[config.mk]
export PLATFORM = sky130hd
export DESIGN_NAME = pipeline_hazard_classifier_unit
export DESIGN_NICKNAME = d
export VERILOG_FILES = /design/src/rtl/phc_pkg.sv /design/src/rtl/pipeline_hazard_classifier_unit.sv /design/src/rtl/phc_classify.sv /design/src/rtl/phc_stall.sv
export SDC_FILE = /design/constraint.sdc
export NUM_CORES = 1
export LEC_CHECK = 0
export BUFFER_PORTS_ARGS = -buffer_cell sky130_fd_sc_hd__buf_2
export CAP_MARGIN = 20
export CORE_MARGIN = 2
export CORE_UTILIZATION = 37
export CTS_CLUSTER_DIAMETER = 80
export DETAILED_ROUTE_END_ITERATION = 8
export GPL_ROUTABILITY_DRIVEN = 1
export PLACE_DENSITY = 0.66
export SYNTH_ARGS = -nofsm -noshare
export SYNTH_HDL_FRONTEND = slang
export SYNTH_SLANG_ARGS = --single-unit
[constraint.sdc]
create_clock -name clk -period 3.9 [get_ports clk]
set_input_delay 0.585 -clock clk [delete_from_list [all_inputs] [get_ports clk]]
set_output_delay 0.585 -clock clk [all_outputs]
set_load 0.01 [all_outputs]
[src/rtl/phc_pkg.sv]
// Shared types, hazard class codes and opcode helpers for the hazard classifier.
package phc_pkg;

  // Opcode codes
  localparam logic [3:0] OP_NOP   = 4'd0;
  localparam logic [3:0] OP_ADD   = 4'd1;
  localparam logic [3:0] OP_LOAD  = 4'd5;
  localparam logic [3:0] OP_STORE = 4'd6;
  localparam logic [3:0] OP_BR    = 4'd7;
  localparam logic [3:0] OP_BRNEQ = 4'd9;
  localparam logic [3:0] OP_HALT  = 4'd10;

  // Hazard class codes
  localparam logic [4:0] CLS_NONE              = 5'd0;
  localparam logic [4:0] CLS_EXE_SRC1_MEM_SRC2 = 5'd1;
  localparam logic [4:0] CLS_EXE_SRC1_WB_SRC2  = 5'd2;
  localparam logic [4:0] CLS_EXE_SRC1          = 5'd3;
  localparam logic [4:0] CLS_MEM_SRC1_EXE_SRC2 = 5'd4;
  localparam logic [4:0] CLS_MEM_SRC1_WB_SRC2  = 5'd5;
  localparam logic [4:0] CLS_MEM_SRC1          = 5'd6;
  localparam logic [4:0] CLS_WB_SRC1_EXE_SRC2  = 5'd7;
  localparam logic [4:0] CLS_WB_SRC1_MEM_SRC2  = 5'd8;
  localparam logic [4:0] CLS_WB_SRC1           = 5'd9;
  localparam logic [4:0] CLS_EXE_SRC2          = 5'd10;
  localparam logic [4:0] CLS_MEM_SRC2          = 5'd11;
  localparam logic [4:0] CLS_WB_SRC2           = 5'd12;
  localparam logic [4:0] CLS_EXE_DST_MEM_SRC1  = 5'd13;
  localparam logic [4:0] CLS_EXE_DST_MEM_SRC2  = 5'd14;
  localparam logic [4:0] CLS_EXE_DST           = 5'd15;
  localparam logic [4:0] CLS_MEM_DST_EXE_SRC1  = 5'd16;
  localparam logic [4:0] CLS_MEM_DST_EXE_SRC2  = 5'd17;
  localparam logic [4:0] CLS_MEM_DST           = 5'd18;
  localparam logic [4:0] CLS_WB_DST            = 5'd19;
  localparam logic [4:0] CLS_LOAD_SRC1_MEM_SRC2 = 5'd20;
  localparam logic [4:0] CLS_LOAD_SRC1          = 5'd21;
  localparam logic [4:0] CLS_LOAD_SRC2_MEM_SRC1 = 5'd22;
  localparam logic [4:0] CLS_LOAD_SRC2          = 5'd23;
  localparam logic [4:0] CLS_LOAD_DST_MEM_SRC1  = 5'd24;
  localparam logic [4:0] CLS_LOAD_DST_MEM_SRC2  = 5'd25;
  localparam logic [4:0] CLS_LOAD_DST           = 5'd26;
  localparam logic [4:0] CLS_CONTROL            = 5'd27;

  // Configuration register indexes
  localparam logic CFG_FORWARD_ENABLE = 1'b0;
  localparam logic CFG_SPLIT_REGFILE  = 1'b1;

  // Stall groups
  localparam logic [1:0] GRP_OTHER = 2'd0;
  localparam logic [1:0] GRP_SHORT = 2'd1;
  localparam logic [1:0] GRP_LONG  = 2'd2;

  typedef struct packed {
    logic [3:0] id_opcode;
    logic [4:0] id_src1;
    logic [4:0] id_src2;
    logic       id_src2_is_imm;
    logic [4:0] id_dst;
    logic [3:0] exe_opcode;
    logic [4:0] exe_dst;
    logic [3:0] mem_opcode;
    logic [4:0] mem_dst;
    logic [3:0] wb_op;
    logic [4:0] wb_dst;
    logic       branch_resolved_taken;
  } phc_req_t;

  typedef struct packed {
    logic [4:0] hazard_class;
    logic       same_src1_src2;
    logic       same_src1_dst;
    logic       same_src2_dst;
    logic [1:0] stall_cycles;
  } phc_res_t;

  // Raw classification handed from the classifier to the stall stage
  typedef struct packed {
    logic [4:0] hazard_class;
    logic       same_src1_src2;
    logic       same_src1_dst;
    logic       same_src2_dst;
  } phc_cls_t;

  // Map opcodes above halt onto nop
  function automatic logic [3:0] norm_op(input logic [3:0] op);
    norm_op = (op > OP_HALT) ? OP_NOP : op;
  endfunction

  function automatic logic writes_dst(input logic [3:0] op);
    writes_dst = (op >= OP_ADD) && (op <= OP_LOAD);
  endfunction

  function automatic logic reads_dst(input logic [3:0] op);
    reads_dst = (op >= OP_STORE) && (op <= OP_BRNEQ);
  endfunction

  function automatic logic [1:0] stall_group(input logic [4:0] cls);
    case (cls)
      CLS_EXE_SRC1_MEM_SRC2, CLS_EXE_SRC1_WB_SRC2, CLS_EXE_SRC1,
      CLS_MEM_SRC1_EXE_SRC2, CLS_WB_SRC1_EXE_SRC2, CLS_EXE_SRC2,
      CLS_EXE_DST_MEM_SRC1, CLS_EXE_DST_MEM_SRC2, CLS_EXE_DST,
      CLS_MEM_DST_EXE_SRC1, CLS_MEM_DST_EXE_SRC2,
      CLS_LOAD_SRC1_MEM_SRC2, CLS_LOAD_SRC1, CLS_LOAD_SRC2_MEM_SRC1,
      CLS_LOAD_SRC2, CLS_LOAD_DST_MEM_SRC1, CLS_LOAD_DST_MEM_SRC2,
      CLS_LOAD_DST: stall_group = GRP_LONG;
      CLS_MEM_SRC1_WB_SRC2, CLS_MEM_SRC1, CLS_WB_SRC1_MEM_SRC2,
      CLS_MEM_SRC2, CLS_MEM_DST: stall_group = GRP_SHORT;
      default: stall_group = GRP_OTHER;
    endcase
  endfunction

endpackage

[src/rtl/pipeline_hazard_classifier_unit.sv]
// Top level of the pipeline hazard classifier: request register, logic, result register.
//
// Usage:
//   Request channel: drive in_data and raise start; the request is taken at
//   any rising edge where start is high and busy is low. busy stays low, so a
//   new request can be issued every cycle.
//   Result channel: out_valid pulses for one cycle with out_data holding the
//   hazard class, the three equality flags and the stall count.
//   The result passes through the request register, then the result register.
//   Throughput: one request per cycle; the classify and stall logic between
//   the two registers is combinational.
//   Configuration: cfg_we writes cfg_wdata into register cfg_index (0 forward
//   enable, 1 split register file). Write only while no request is in flight.
//   Reset (rst_n low, synchronous): both mode registers clear to 0 and any
//   request in flight is dropped.
//   The receiver cannot stall; each result must be taken in its strobe cycle.
module pipeline_hazard_classifier_unit
  import phc_pkg::*;
(
  input  logic     clk,
  input  logic     rst_n,
  input  logic     start,
  output logic     busy,
  input  phc_req_t in_data,
  output logic     out_valid,
  output phc_res_t out_data,
  input  logic     cfg_we,
  input  logic     cfg_index,
  input  logic     cfg_wdata
);

  logic     fwd_en_r, split_en_r;
  logic     req_valid_r, out_valid_r;
  phc_req_t req_r;
  phc_res_t res_r, res_nxt;
  phc_cls_t cls;

  assign busy = 1'b0;

  // Hold mode registers
  always_ff @(posedge clk) begin
    if (!rst_n) begin
      fwd_en_r   <= 1'b0;
      split_en_r <= 1'b0;
    end else if (cfg_we) begin
      case (cfg_index)
        CFG_FORWARD_ENABLE: fwd_en_r   <= cfg_wdata;
        CFG_SPLIT_REGFILE:  split_en_r <= cfg_wdata;
        default: ;
      endcase
    end
  end

  // Capture request
  always_ff @(posedge clk) begin
    if (!rst_n) req_valid_r <= 1'b0;
    else        req_valid_r <= start && !busy;
  end

  always_ff @(posedge clk) begin
    if (start && !busy) req_r <= in_data;
  end

  phc_classify u_classify (
    .req (req_r),
    .cls (cls)
  );

  phc_stall u_stall (
    .cls                  (cls),
    .forward_enable       (fwd_en_r),
    .split_regfile_enable (split_en_r),
    .res                  (res_nxt)
  );

  // Advance result register
  always_ff @(posedge clk) begin
    if (!rst_n) out_valid_r <= 1'b0;
    else        out_valid_r <= req_valid_r;
  end

  always_ff @(posedge clk) begin
    if (req_valid_r) res_r <= res_nxt;
  end

  assign out_valid = out_valid_r;
  assign out_data  = res_r;

endmodule

[src/rtl/phc_classify.sv]
// Priority classifier: hazard class and register-equality flags for one request.
module phc_classify
  import phc_pkg::*;
(
  input  phc_req_t req,
  output phc_cls_t cls
);

  logic [3:0] idop, exop, mmop, wbop;
  logic [4:0] s1, s2, d, exd, md, wd;
  logic       imm, ew, mw, ww;
  logic       load_hit, dst_hit, src_op;

  // Normalize opcodes, decode writers and compute the hit terms
  always_comb begin
    idop = norm_op(req.id_opcode);
    exop = norm_op(req.exe_opcode);
    mmop = norm_op(req.mem_opcode);
    wbop = norm_op(req.wb_op);
    s1   = req.id_src1;
    s2   = req.id_src2;
    d    = req.id_dst;
    imm  = req.id_src2_is_imm;
    exd  = req.exe_dst;
    md   = req.mem_dst;
    wd   = req.wb_dst;
    ew   = writes_dst(exop);
    mw   = writes_dst(mmop);
    ww   = writes_dst(wbop);
    load_hit = (exop == OP_LOAD) && ((exd == s1) || (!imm && (exd == s2)) || (exd == d));
    dst_hit  = reads_dst(idop) &&
               (((d == exd) && ew) || ((d == md) && mw) || ((d == wd) && ww));
    src_op   = (idop != OP_BR) && (idop != OP_NOP) && (idop != OP_HALT);
  end

  // Walk the priority order: control, load-use, destination read, source read
  always_comb begin
    cls = '0;
    if (req.branch_resolved_taken) begin
      cls.hazard_class = CLS_CONTROL;
    end else if (load_hit) begin
      if (exd == s1) begin
        cls.hazard_class = (!imm && (s2 == md) && mw) ? CLS_LOAD_SRC1_MEM_SRC2
                                                      : CLS_LOAD_SRC1;
      end else if (!imm && (exd == s2)) begin
        cls.hazard_class = ((s1 == md) && mw) ? CLS_LOAD_SRC2_MEM_SRC1 : CLS_LOAD_SRC2;
      end else if ((s1 == md) && mw) begin
        cls.hazard_class = CLS_LOAD_DST_MEM_SRC1;
      end else if (!imm && (s2 == md) && mw) begin
        cls.hazard_class = CLS_LOAD_DST_MEM_SRC2;
      end else begin
        cls.hazard_class = CLS_LOAD_DST;
      end
    end else if (dst_hit) begin
      if ((d == exd) && ew) begin
        cls.hazard_class = CLS_EXE_DST;
        if (idop != OP_BR) begin
          cls.same_src1_dst = (s1 == d);
          if (!imm) cls.same_src2_dst = (s2 == d);
          if (!imm && (s2 == md) && mw && (s1 != s2)) begin
            cls.hazard_class = CLS_EXE_DST_MEM_SRC2;
          end else begin
            if (!imm && (s2 == md) && mw) cls.same_src1_src2 = 1'b1;
            if ((s1 == md) && mw) cls.hazard_class = CLS_EXE_DST_MEM_SRC1;
          end
        end
      end else if ((d == md) && mw) begin
        cls.hazard_class = CLS_MEM_DST;
        if (idop != OP_BR) begin
          cls.same_src1_dst = (s1 == d);
          if (!imm) cls.same_src2_dst = (s2 == d);
          if (!imm && (s2 == exd) && ew && (s1 != s2)) begin
            cls.hazard_class = CLS_MEM_DST_EXE_SRC2;
          end else begin
            if (!imm && (s2 == exd) && ew) cls.same_src1_src2 = 1'b1;
            if ((s1 == exd) && ew) cls.hazard_class = CLS_MEM_DST_EXE_SRC1;
          end
        end
      end else begin
        cls.hazard_class = CLS_WB_DST;
      end
    end else if (src_op) begin
      if ((s1 == exd) && ew) begin
        cls.hazard_class = CLS_EXE_SRC1;
        if (!imm && (s2 == s1)) cls.same_src1_src2 = 1'b1;
        else if (!imm && (s2 == md) && mw) cls.hazard_class = CLS_EXE_SRC1_MEM_SRC2;
        else if (!imm && (s2 == wd) && ww) cls.hazard_class = CLS_EXE_SRC1_WB_SRC2;
      end else if ((s1 == md) && mw) begin
        cls.hazard_class = CLS_MEM_SRC1;
        if (!imm && (s2 == s1)) cls.same_src1_src2 = 1'b1;
        else if (!imm && (s2 == exd) && ew) cls.hazard_class = CLS_MEM_SRC1_EXE_SRC2;
        else if (!imm && (s2 == wd) && ww) cls.hazard_class = CLS_MEM_SRC1_WB_SRC2;
      end else if ((s1 == wd) && ww) begin
        if (!imm && (s2 == exd) && ew) cls.hazard_class = CLS_WB_SRC1_EXE_SRC2;
        else if (!imm && (s2 == md) && mw) cls.hazard_class = CLS_WB_SRC1_MEM_SRC2;
        else cls.hazard_class = CLS_WB_SRC1;
      end else if (!imm) begin
        if ((s2 == exd) && ew) cls.hazard_class = CLS_EXE_SRC2;
        else if ((s2 == md) && mw) cls.hazard_class = CLS_MEM_SRC2;
        else if ((s2 == wd) && ww) cls.hazard_class = CLS_WB_SRC2;
      end
    end
  end

endmodule

[src/rtl/phc_stall.sv]
// Stall cycle count and split-mode demotion under the configured forwarding mode.
module phc_stall
  import phc_pkg::*;
(
  input  phc_cls_t cls,
  input  logic     forward_enable,
  input  logic     split_regfile_enable,
  output phc_res_t res
);

  logic [1:0] grp;
  logic       data_cls;
  logic       load_cls;

  always_comb begin
    grp      = stall_group(cls.hazard_class);
    data_cls = (cls.hazard_class != CLS_NONE) && (cls.hazard_class != CLS_CONTROL);
    load_cls = (cls.hazard_class >= CLS_LOAD_SRC1_MEM_SRC2) &&
               (cls.hazard_class <= CLS_LOAD_DST);
  end

  // Pick the stall count; drop unlisted classes in split mode with forwarding off
  always_comb begin
    res.hazard_class   = cls.hazard_class;
    res.same_src1_src2 = cls.same_src1_src2;
    res.same_src1_dst  = cls.same_src1_dst;
    res.same_src2_dst  = cls.same_src2_dst;
    res.stall_cycles   = 2'd0;
    if (data_cls) begin
      if (forward_enable) begin
        res.stall_cycles = {1'b0, load_cls};
      end else if (split_regfile_enable) begin
        if (grp == GRP_OTHER) res.hazard_class = CLS_NONE;
        else res.stall_cycles = grp;
      end else begin
        res.stall_cycles = grp + 2'd1;
      end
    end
  end

endmodule

# ---- After elaboration in Yosys (flattened, before gate mapping)
# Memories as Yosys holds them, arrays and structs flattened.
# Cells that the tools add are included.
dict set report totals {
  inputBits 54
  ramBits 0
  wordCells 155
  n_memories 1
  latchBits 0
  reg_bits 62
  mem_bits_ro 64
  output_inout_bits 12
}
dict set report op_classes {
  eq_ne 20
  order_cmp 14
  bitwise 3
  n_shift 0
  n_addsub 1
  mux 52
  n_mul 0
  reduce_logical 42
  n_div 0
}
# name words word_bits rd rd_ports_with_merged_regs wr line
set mem_list {}
lappend mem_list {{(name not given)} 32 2 1 0 0 phc_pkg.sv:97} ;# case (cls)
# cell count
set ops {}
lappend ops {{2-to-1 mux 5 bit} 19}
lappend ops {{== test 5 bit} 15}
lappend ops {{logical AND 1 bit} 29}
lappend ops {{2-to-1 mux 4 bit} 6}
lappend ops {{2-to-1 mux 8 bit} 3}
lappend ops {{2-to-1 mux 6 bit} 3}
lappend ops {{> comparator 4 bit, second input constant} 4}
lappend ops {{2-to-1 mux 2 bit} 8}
lappend ops {{>= comparator 4 x 1 -> 1 bit, second input constant} 3}
lappend ops {{<= comparator 4 x 3 -> 1 bit, second input constant} 3}
lappend ops {{2-to-1 mux 1 bit} 12}
lappend ops {{>= comparator 5 bit, second input constant} 1}
lappend ops {{<= comparator 5 bit, second input constant} 1}
lappend ops {{!= test 5 bit} 1}
lappend ops {{!= test 5 bit, second input constant} 1}
lappend ops {{nonzero test 5 bit} 1}
lappend ops {{== test 4 x 3 -> 1 bit, second input constant} 1}
lappend ops {{>= comparator 4 x 3 -> 1 bit, second input constant} 1}
lappend ops {{<= comparator 4 bit, second input constant} 1}
lappend ops {{logical OR 1 bit} 4}
lappend ops {{!= test 4 x 3 -> 1 bit, second input constant} 1}
lappend ops {{!= test 4 bit, second input constant} 1}
lappend ops {{AND reduction 2 bit} 2}
lappend ops {{nonzero test 4 bit} 1}
lappend ops {{7 further kinds} 10}

# ---- Logic depth before layout (Yosys ltp)
# Gate-level depths: netlist of run 1.
# An unclocked memory read counts as a cell.
dict set report logic_depth {
  word_depth 22
  depth_mapped 19
  depth_no_buf 18
}

# ---- Modules after synthesis
# Synthesis of run 1 repeated with hierarchy kept, for this count alone.
dict set report unflattened {
  hier_cells 308
  area_unflattened_um2 3701.0
}
# mod instances area_per_inst_um2 cells_per_inst seq_area_each_um2
set modules_own_cells {}
lappend modules_own_cells {pipeline_hazard_classifier_unit 1 1886.8 73 1821.7}
lappend modules_own_cells {phc_classify 1 1455.1 189 0.0}
lappend modules_own_cells {phc_stall 1 359.1 46 0.0}

# ---- Worst setup path before layout of run 1
# Ideal clock, no wire load.
dict set report synth_path {
  path_kind {register to register}
  from {register req_r[43] (netlist name)}
  to {register res_r (netlist bit out_data[1]), data pin}
  arrival_ns 3.947
  stages_incl_launch_ff 15
  required_ns 3.755
  n_path_buf 1
  slack_ns -0.191
  setup_ns 0.145
  synth_period_minus_slack_ns 4.091
  cell_sequence {edfxtp_1 > buf_6 > xor2_1 > or4_4 > or4_4 > a211oi_1 > o31ai_1 > a311oi_2 > inv_1 > ha_1 > nor4bb_1 > a311oi_2 > ha_1 > or4b_1 > o21ai_1}
}
dict set report synth_between {
  elab_chain_cells 14
  elab_cells_between_ends 46
  classes_between {add/sub: 1; eq/ne: 7; mux: 23; bitwise: 1; reduce/logical: 13; memory: 1}
}
# item line
set synth_lines {}
lappend synth_lines {{from (decl)} pipeline_hazard_classifier_unit.sv:34} ;# phc_req_t req_r;
lappend synth_lines {{from (signal assigned)} pipeline_hazard_classifier_unit.sv:61} ;# if (start && !busy) req_r <= in_data;
lappend synth_lines {{== test 5 bit} -}
lappend synth_lines {{logical AND 1 bit} {phc_classify.sv:76, phc_classify.sv:83}}
lappend synth_lines {{2-to-1 mux 2 bit} phc_classify.sv:76} ;# if ((s1 == exd) && ew) cls.hazard_class = CLS_MEM_DST_EXE_SRC1;
lappend synth_lines {{2-to-1 mux 5 bit} phc_classify.sv:72} ;# if (!imm && (s2 == exd) && ew && (s1 != s2)) begin
lappend synth_lines {{2-to-1 mux 8 bit} phc_classify.sv:69} ;# if (idop != OP_BR) begin
lappend synth_lines {{2-to-1 mux 5 bit} phc_classify.sv:67} ;# end else if ((d == md) && mw) begin
lappend synth_lines {{2-to-1 mux 8 bit} phc_classify.sv:55} ;# if ((d == exd) && ew) begin
lappend synth_lines {{2-to-1 mux 6 bit} phc_classify.sv:54} ;# end else if (dst_hit) begin
lappend synth_lines {{2-to-1 mux 5 bit *} phc_classify.sv:41} ;# end else if (load_hit) begin
lappend synth_lines {{2-to-1 mux 5 bit *} phc_classify.sv:39} ;# if (req.branch_resolved_taken) begin
lappend synth_lines {{parallel branches: the longest is 4 deep, another holds memory (32 x 2 bit)} -}
lappend synth_lines {{to (signal assigned)} pipeline_hazard_classifier_unit.sv:83} ;# if (req_valid_r) res_r <= res_nxt;
lappend synth_lines {{to (decl)} pipeline_hazard_classifier_unit.sv:35} ;# phc_res_t res_r, res_nxt;
# Mark *: on every way between the ends.
# A chain may end at the register's enable or synchronous reset.

# ---- Worst setup path after layout of run 1
dict set report layout_path {
  from {register req_r[16] (netlist name)}
  to {register res_r (netlist bit out_data[1]), data pin}
}
dict set report layout_between {
  elab_chain_cells 19
  elab_cells_between_ends 48
  classes_between {add/sub: 1; order compare: 3; eq/ne: 1; mux: 28; bitwise: 1; reduce/logical: 13; memory: 1}
}
# item line
set layout_lines {}
lappend layout_lines {{> comparator 4 bit} phc_pkg.sv:85} ;# norm_op = (op > OP_HALT) ? OP_NOP : op;
lappend layout_lines {{2-to-1 mux 4 bit *} phc_pkg.sv:85}
lappend layout_lines {{>= comparator 4 x 1 -> 1 bit / <= comparator 4 x 3 -> 1 bit (equally long branches)} phc_pkg.sv:89} ;# writes_dst = (op >= OP_ADD) && (op <= OP_LOAD);
lappend layout_lines {{logical AND 1 bit *} phc_pkg.sv:89}
lappend layout_lines {{logical AND 1 bit} phc_classify.sv:99} ;# else if ((s2 == md) && mw) cls.hazard_class = CLS_MEM_SRC2;
lappend layout_lines {{2-to-1 mux 4 bit} phc_classify.sv:99}
lappend layout_lines {{2-to-1 mux 5 bit} phc_classify.sv:98} ;# if ((s2 == exd) && ew) cls.hazard_class = CLS_EXE_SRC2;
lappend layout_lines {{2-to-1 mux 5 bit} phc_classify.sv:97} ;# end else if (!imm) begin
lappend layout_lines {{2-to-1 mux 5 bit} phc_classify.sv:93} ;# end else if ((s1 == wd) && ww) begin
lappend layout_lines {{2-to-1 mux 5 bit} phc_classify.sv:88} ;# end else if ((s1 == md) && mw) begin
lappend layout_lines {{2-to-1 mux 6 bit} phc_classify.sv:83} ;# if ((s1 == exd) && ew) begin
lappend layout_lines {{2-to-1 mux 6 bit} phc_classify.sv:82} ;# end else if (src_op) begin
lappend layout_lines {{2-to-1 mux 6 bit} phc_classify.sv:54}
lappend layout_lines {{2-to-1 mux 5 bit *} phc_classify.sv:41}
lappend layout_lines {{2-to-1 mux 5 bit *} phc_classify.sv:39}
lappend layout_lines {{parallel branches: the longest is 4 deep, another holds memory (32 x 2 bit)} -}
# Marked as above.

==> results.toml, run 1 <==
[clock_network]
numCtsBuffers = 9
h-tree-depth = 3
clkTransAtPathRegs_ps = 80
cts.path.max_buffers = 2
cts_tree = "done"
ctsHoldBuffers = 0
cts-root-buf = "clkbuf_8"
clock-sinks = 62
clock_latency_ps = 350

[synthesis]
synth-seq-cells = 62
async_flop_share = 0
synth_ff_type = "edfxtp_1"
yosysSeqAreaShare = 0.506
ys_types = 63
synth_edf_count = 58
syn_area_per_cell_um2 = 11.1
synthCells = 325
synth_area_mm2 = 0.00360
ys_warn_count = 0
syn-num-nets = 383

[layout]
final_cells = 569
final_cell_mix = "buf_2 (64), edfxtp_1 (58), buf_4 (51)"
multi_input_area_mm2 = 0.00178
ff_latch_area_mm2 = 0.00182
final_nets = 493
final_common_cell = "buf_2"
drive_gt1_frac = 0.382
areaGrowthSynthToFinish_pct = 30.3
fillCellCount = 878
insertedDiodeCount = 0

[route]
vias = 2825
routed_wl_um = 8130
drc_errors = 0
drtAntennaViolNets = 0
wire_per_inst_um = 14.3
first_iter_violations = 78
first_pass_iters = 4
vias_per_cell = 4.96

[worst_setup_path]
cp_data_required_time_ps = 4110
critical_path_peak_fanout = 4
crit_path_start_kind = "flip-flop"
cp-end-kind = "flip-flop"
r2r_cells = 15
crit_arrival_ps = 4190
reg2reg_slack_ps = -80
r2r-end = "out_data[1]"
path_class = "reg2reg"
rr_startpoint = "req_r[16]"

[min_path]
worst_hold_path.num_cells = 1
hold_start = "in_data[37]"
hold_path_end = "req_r[37]"
hold_class = "in2reg"

[pwr]
p_leak_nw = 1.78
power_density_mw_per_mm2 = 360
fin_total_pwr_w = 0.00169
ir_drop_mv = 0.213

[floorplan]
rows = 35
initial_utilization = 0.386
fp.dieW_um = 103
die_h_um = 103
die-area_mm2 = 0.0105
ioPinCount = 66
coreArea_mm2 = 0.00933

[timing]
tightestPinTransition_ps = 830
finalHoldViolCount = 0
finalCritPeriodShare = 1.02
finalCriticalPeriod_ps = 3980
worst_slack_ps = -77.5
drv_slew = 0
rsz0062_at_grt = "yes"
maxSlewHeadroom = 0.443
finClkSkew_ps = 9.42
setup_violations = 3
max_freq_mhz = 251

[status]
status = "finished with violations"
failed_checks = "setup timing"

[run]
drv_cap = 0

[grt]
grt-ovfl-total = 0
grt_antenna_before_repair = 0
first_global_vias = 2848
grt_pass1_wl_um = 13300
grt_max_degree = 50
grtUsageTotal = 0.167

[placement]
gp_congestion = 0.929
dp_hpwl_um = 6210
port_buffers = 64
dp_cells = 545
sequential cells by signal (all words and copies together), names as in the netlist:
signal / count
req_r: 48
out_data: 10
fwd_en_r: 1
out_valid: 1
req_valid_r: 1
split_en_r: 1
layout make-up:
| cell class | count | area share |
|---|---|---|
| clock buffers | 9 | 0.0264 |
| clock inverters | 7 | 0.0109 |
| inverters | 7 | 0.00560 |
| multi-input cells | 239 | 0.380 |
| flip-flops and latches | 62 | 0.388 |
| well taps | 129 | 0.0344 |
| repair buffers | 116 | 0.154 |
per-layer routing:
| layer | vias up | track usage | wire, µm |
|---|---|---|---|
| met5 | - | 0 | 0 |
| met4 | 0 | 0.0769 | 170 |
| met3 | 15 | 0.0298 | 379 |
| met2 | 63 | 0.289 | 4100 |
| met1 | 1329 | 0.202 | 3480 |
| li1 | 1418 | - | - |
synth_stat cells (3+ instances only):
master     n  area [µm²]
nand2b_1   9        56.3
nand2_1   18        67.6
buf_2     15        75.1
o21ai_1    3        15.0
a21oi_1   15        75.1
nand4_1    4        25.0
nor4_1     8        50.1
ha_1       4        50.1
dfxtp_1    4        80.1
edfxtp_1  58        1740
a211oi_1   4        30.0
o21ai_0    5        25.0
nor2_1    24        90.1
xnor2_1   23         201
nand3_1   11        55.1
inv_1      7        26.3
nor3_1    17        85.1
and2_1     3        18.8
xor2_1    35         307
or4_4      3        33.8
logic make-up (layout without fill, tap and decap cells):
family | count (synthesis) | in the layout | synth area share
AOI/OAI and AO/OA | 57 | 57 | 0.116
DFF | 62 | 62 | 0.506
other | 1 | 1 | 0.00104
adders and majority gates | 4 | 4 | 0.0139
xor gates and xnor gates | 58 | 58 | 0.141
muxes | 1 | 1 | 0.00278
and+or+nand+nor | 118 | 118 | 0.186
buffers and inverters | 24 | 139 | 0.0334
repair_timing:
| item | in CTS | in global routing |
|---|---|---|
| endpoints found under the setup margin | 6 | 6 |
| setup buffers | 2 | 5 |
| pin swaps | 4 | 4 |
| gates cloned | 0 | 0 |
| gates resized for setup | 9 | 9 |
critical path, stage by stage (launching register included):
cell and delay (ps):
edfxtp_1 390, a21o_1 210, or4_4 540, or4_4 460
a21oi_2 130, o21ai_1 70, a21boi_1 160, a311oi_4 330
inv_2 90, ha_4 300, nor3b_2 50, a211oi_2 200
a21oi_2 70, ha_2 330, or4b_1 430, o21ai_1 80
how the worst max path moves through the flow:
stage	startpoint	end	slack, ps	cells past startpoint
after global routing	req_r[29]	out_data[1]	-380	17
final	req_r[16]	out_data[1]	-80	15
after global placement	req_r[16]	out_data[1]	-30	15
after floorplan	req_r[43]	out_data[1]	-80	15
after CTS	req_r[16]	out_data[1]	-50	15
after detailed placement	req_r[16]	out_data[1]	-110	15
power breakdown:
group	switching, W	leakage [nW]	internal [W]
clock network	0.000270	0.0852	0.000230
registers	0.0000593	0.592	0.000786
logic	0.000163	1.11	0.000177
total	0.000493	1.78	0.00119
stage by stage:
stage | setup TNS (ps) | setup WS, ps | area [µm²] | util | hold slack, ps
5_1_grt | -1670 | -376 | 4690 | 0.503 | 389
3_5_place_dp | -403 | -115 | 4350 | 0.466 | 518
2_1_floorplan | -79.6 | -79.6 | 3630 | - | 484
3_3_place_gp | -33.3 | -33.3 | 4350 | 0.466 | 506
4_1_cts | -46.6 | -46.6 | 4590 | 0.492 | 390
6_report | -107 | -77.5 | 4690 | 0.503 | 399
Power figures use the tool's default switching activity.
==> run 2, diff against run 1 <==
PLACE_DENSITY = 0.61   (was 0.66)
==> run 2 against run 1 <==
  * The run still ends with setup timing left
  * Total power increased by 3.1%
  * Register-to-register slack improved by 80 ps
  * Die area unchanged
  * Final area about the same
  * Via count about the same
  * Highest routed layer unchanged
  * Hold slack improved by 2.1 ps
  * First-iteration DRC count increased by 29%
  * Final cell count decreased by 0.70%
  * Clock skew decreased by 1.2 ps
  * Global-route usage about the same
  * Critical path depth decreased by 1
  * Clock power increased by 12%
==> results.toml, run 2 (synthesis results as in run 1) <==
[status]
status = "finished with violations"
failed_checks = "setup timing"

[min_path]
hold_start = "in_data[39]"
hold_path_end = "req_r[39]"
hold_class = "in2reg"
worst_hold_path.num_cells = 1

[layout]
final_nets = 489
final_common_cell = "buf_2"
ff_latch_area_mm2 = 0.00182
final_cell_mix = "buf_2 (64), edfxtp_1 (58), buf_4 (46)"
final_cells = 565
largest-register = "req_r"
areaGrowthSynthToFinish_pct = 30.2
largest_reg_flops = 48
insertedDiodeCount = 0
fillCellCount = 830
drive_gt1_frac = 0.372
multi_input_area_mm2 = 0.00178

[clock_network]
cts-root-buf = "clkbuf_8"
clkTransAtPathRegs_ps = 70
cts.path.max_buffers = 2
clock_latency_ps = 350
cts_tree = "done"
ctsHoldBuffers = 0
clock-sinks = 62
h-tree-depth = 3
numCtsBuffers = 9

[pwr]
power_density_mw_per_mm2 = 371
p_sw_w = 0.000486
power_frac_comb = 0.192
p_leak_nw = 1.77
swShare = 0.279
ir_drop_mv = 0.261
fin_total_pwr_w = 0.00174
pwr-share-seq = 0.487
p_clk_frac = 0.321
p_int_w = 0.00125

[worst_setup_path]
rr_startpoint = "req_r[16]"
crit_chain = "a21o_1 > or4_4 > or4_4 > a21oi_2 > o21ai_1 > buf_4 > a311oi_4 > inv_2 > ha_4 > nor4bb_4 > a311oi_2 > ha_2 > or4b_1 > o21ai_1"
cp-end-kind = "flip-flop"
path_class = "reg2reg"
r2r_cells = 14
slowest_stage = "or4_4"
crit_path_start_kind = "flip-flop"
crit_buf_inv = 2
crit_arrival_ps = 4110
max_stage_delay_ps = 540
cpLargestDelayFamily = "simple AND/OR/NAND/NOR gates"
cp_data_required_time_ps = 4110
critical_path_peak_fanout = 4
reg2reg_slack_ps = -0.06
r2r-end = "out_data[1]"

[grt]
grt_pass1_wl_um = 13200
first_global_vias = 2683
grt-ovfl-total = 0
grt_antenna_before_repair = 0
grtUsageTotal = 0.167
grt_max_degree = 50

[route]
first_iter_violations = 101
routed_wl_um = 8210
drtAntennaViolNets = 0
wire_per_inst_um = 14.5
first_pass_iters = 4
vias = 2823
drc_errors = 0
vias_per_cell = 5.00

[timing]
setup_violations = 1
tightestPinTransition_ps = 509
rsz0062_at_grt = "yes"
finalCriticalPeriod_ps = 3900
finClkSkew_ps = 8.18
maxSlewHeadroom = 0.658
drv_slew = 0
max_freq_mhz = 256
worst_slack_ps = -0.0595
finalHoldViolCount = 0
finalCritPeriodShare = 1.00

[floorplan]
coreArea_mm2 = 0.00933
ioPinCount = 66
initial_utilization = 0.386
fp.dieW_um = 103
die-area_mm2 = 0.0105
die_h_um = 103
rows = 35

[placement]
dp_cells = 544
dp_hpwl_um = 6360
gp_congestion = 0.868
port_buffers = 64

[run]
drv_cap = 0
-- run 2: cell types whose count changed in the layout (fill, tap and decap cells not counted), sizes merged --
cell / delta
buf: -4
clkinv: -2
bufinv: +1
clkinvlp: +1
-- run 2: cell type report --
cell class,instances,area share
well taps,129,0.0344
multi-input cells,239,0.380
clock inverters,7,0.0160
flip-flops and latches,62,0.389
clock buffers,9,0.0264
repair buffers,112,0.149
inverters,7,0.00560
-- run 2: through the flow --
step | setup WS, ps | setup TNS (ps) | util | hold WS, ps | instance area, µm²
CTS | -14.3 | -14.3 | 0.492 | 394 | 4590
global placement | -6.77 | -6.77 | 0.465 | 524 | 4340
global route | -217 | -448 | 0.503 | 385 | 4690
finish | -0.0595 | -0.0595 | 0.503 | 401 | 4690
floorplan | -79.6 | -79.6 | - | 484 | 3630
detailed placement | -94.9 | -99.3 | 0.465 | 552 | 4340
-- run 2: metal layers --
layer	part of all wire	up-vias	GRT usage
li1	-	1406	-
met1	0.43	1327	0.199
met2	0.51	77	0.290
met3	0.045	13	0.0400
met4	0.019	0	0.0667
met5	0	-	0
-- run 2: worst max-delay path by stage --
| stage | startpoint | endpoint | cells past startpoint |
|---|---|---|---|
| global route | req_r[16] | out_data[1] | 17 |
| finish | req_r[16] | out_data[1] | 14 |
| floorplan | req_r[43] | out_data[1] | 15 |
| detailed placement | req_r[16] | out_data[1] | 14 |
| global placement | req_r[16] | out_data[1] | 14 |
| CTS | req_r[16] | out_data[1] | 14 |
-- run 2: timing repair --
item / CTS / global route
resized for setup: 7 / 11
setup buffers: 1 / 3
gates cloned: 0 / 0
pin swaps: 3 / 3
setup endpoints to repair: 5 / 6
-- run 2: power by group through the flow --
stage / Clock [W] / Sequential (W) / Combinational [W]
floorplan: 0 / 0.000832 / 0.000208
global placement: 0 / 0.000858 / 0.000306
detailed placement: 0 / 0.000860 / 0.000312
CTS: 0.000573 / 0.000846 / 0.000323
global route: 0.000609 / 0.000854 / 0.000370
finish: 0.000558 / 0.000847 / 0.000334
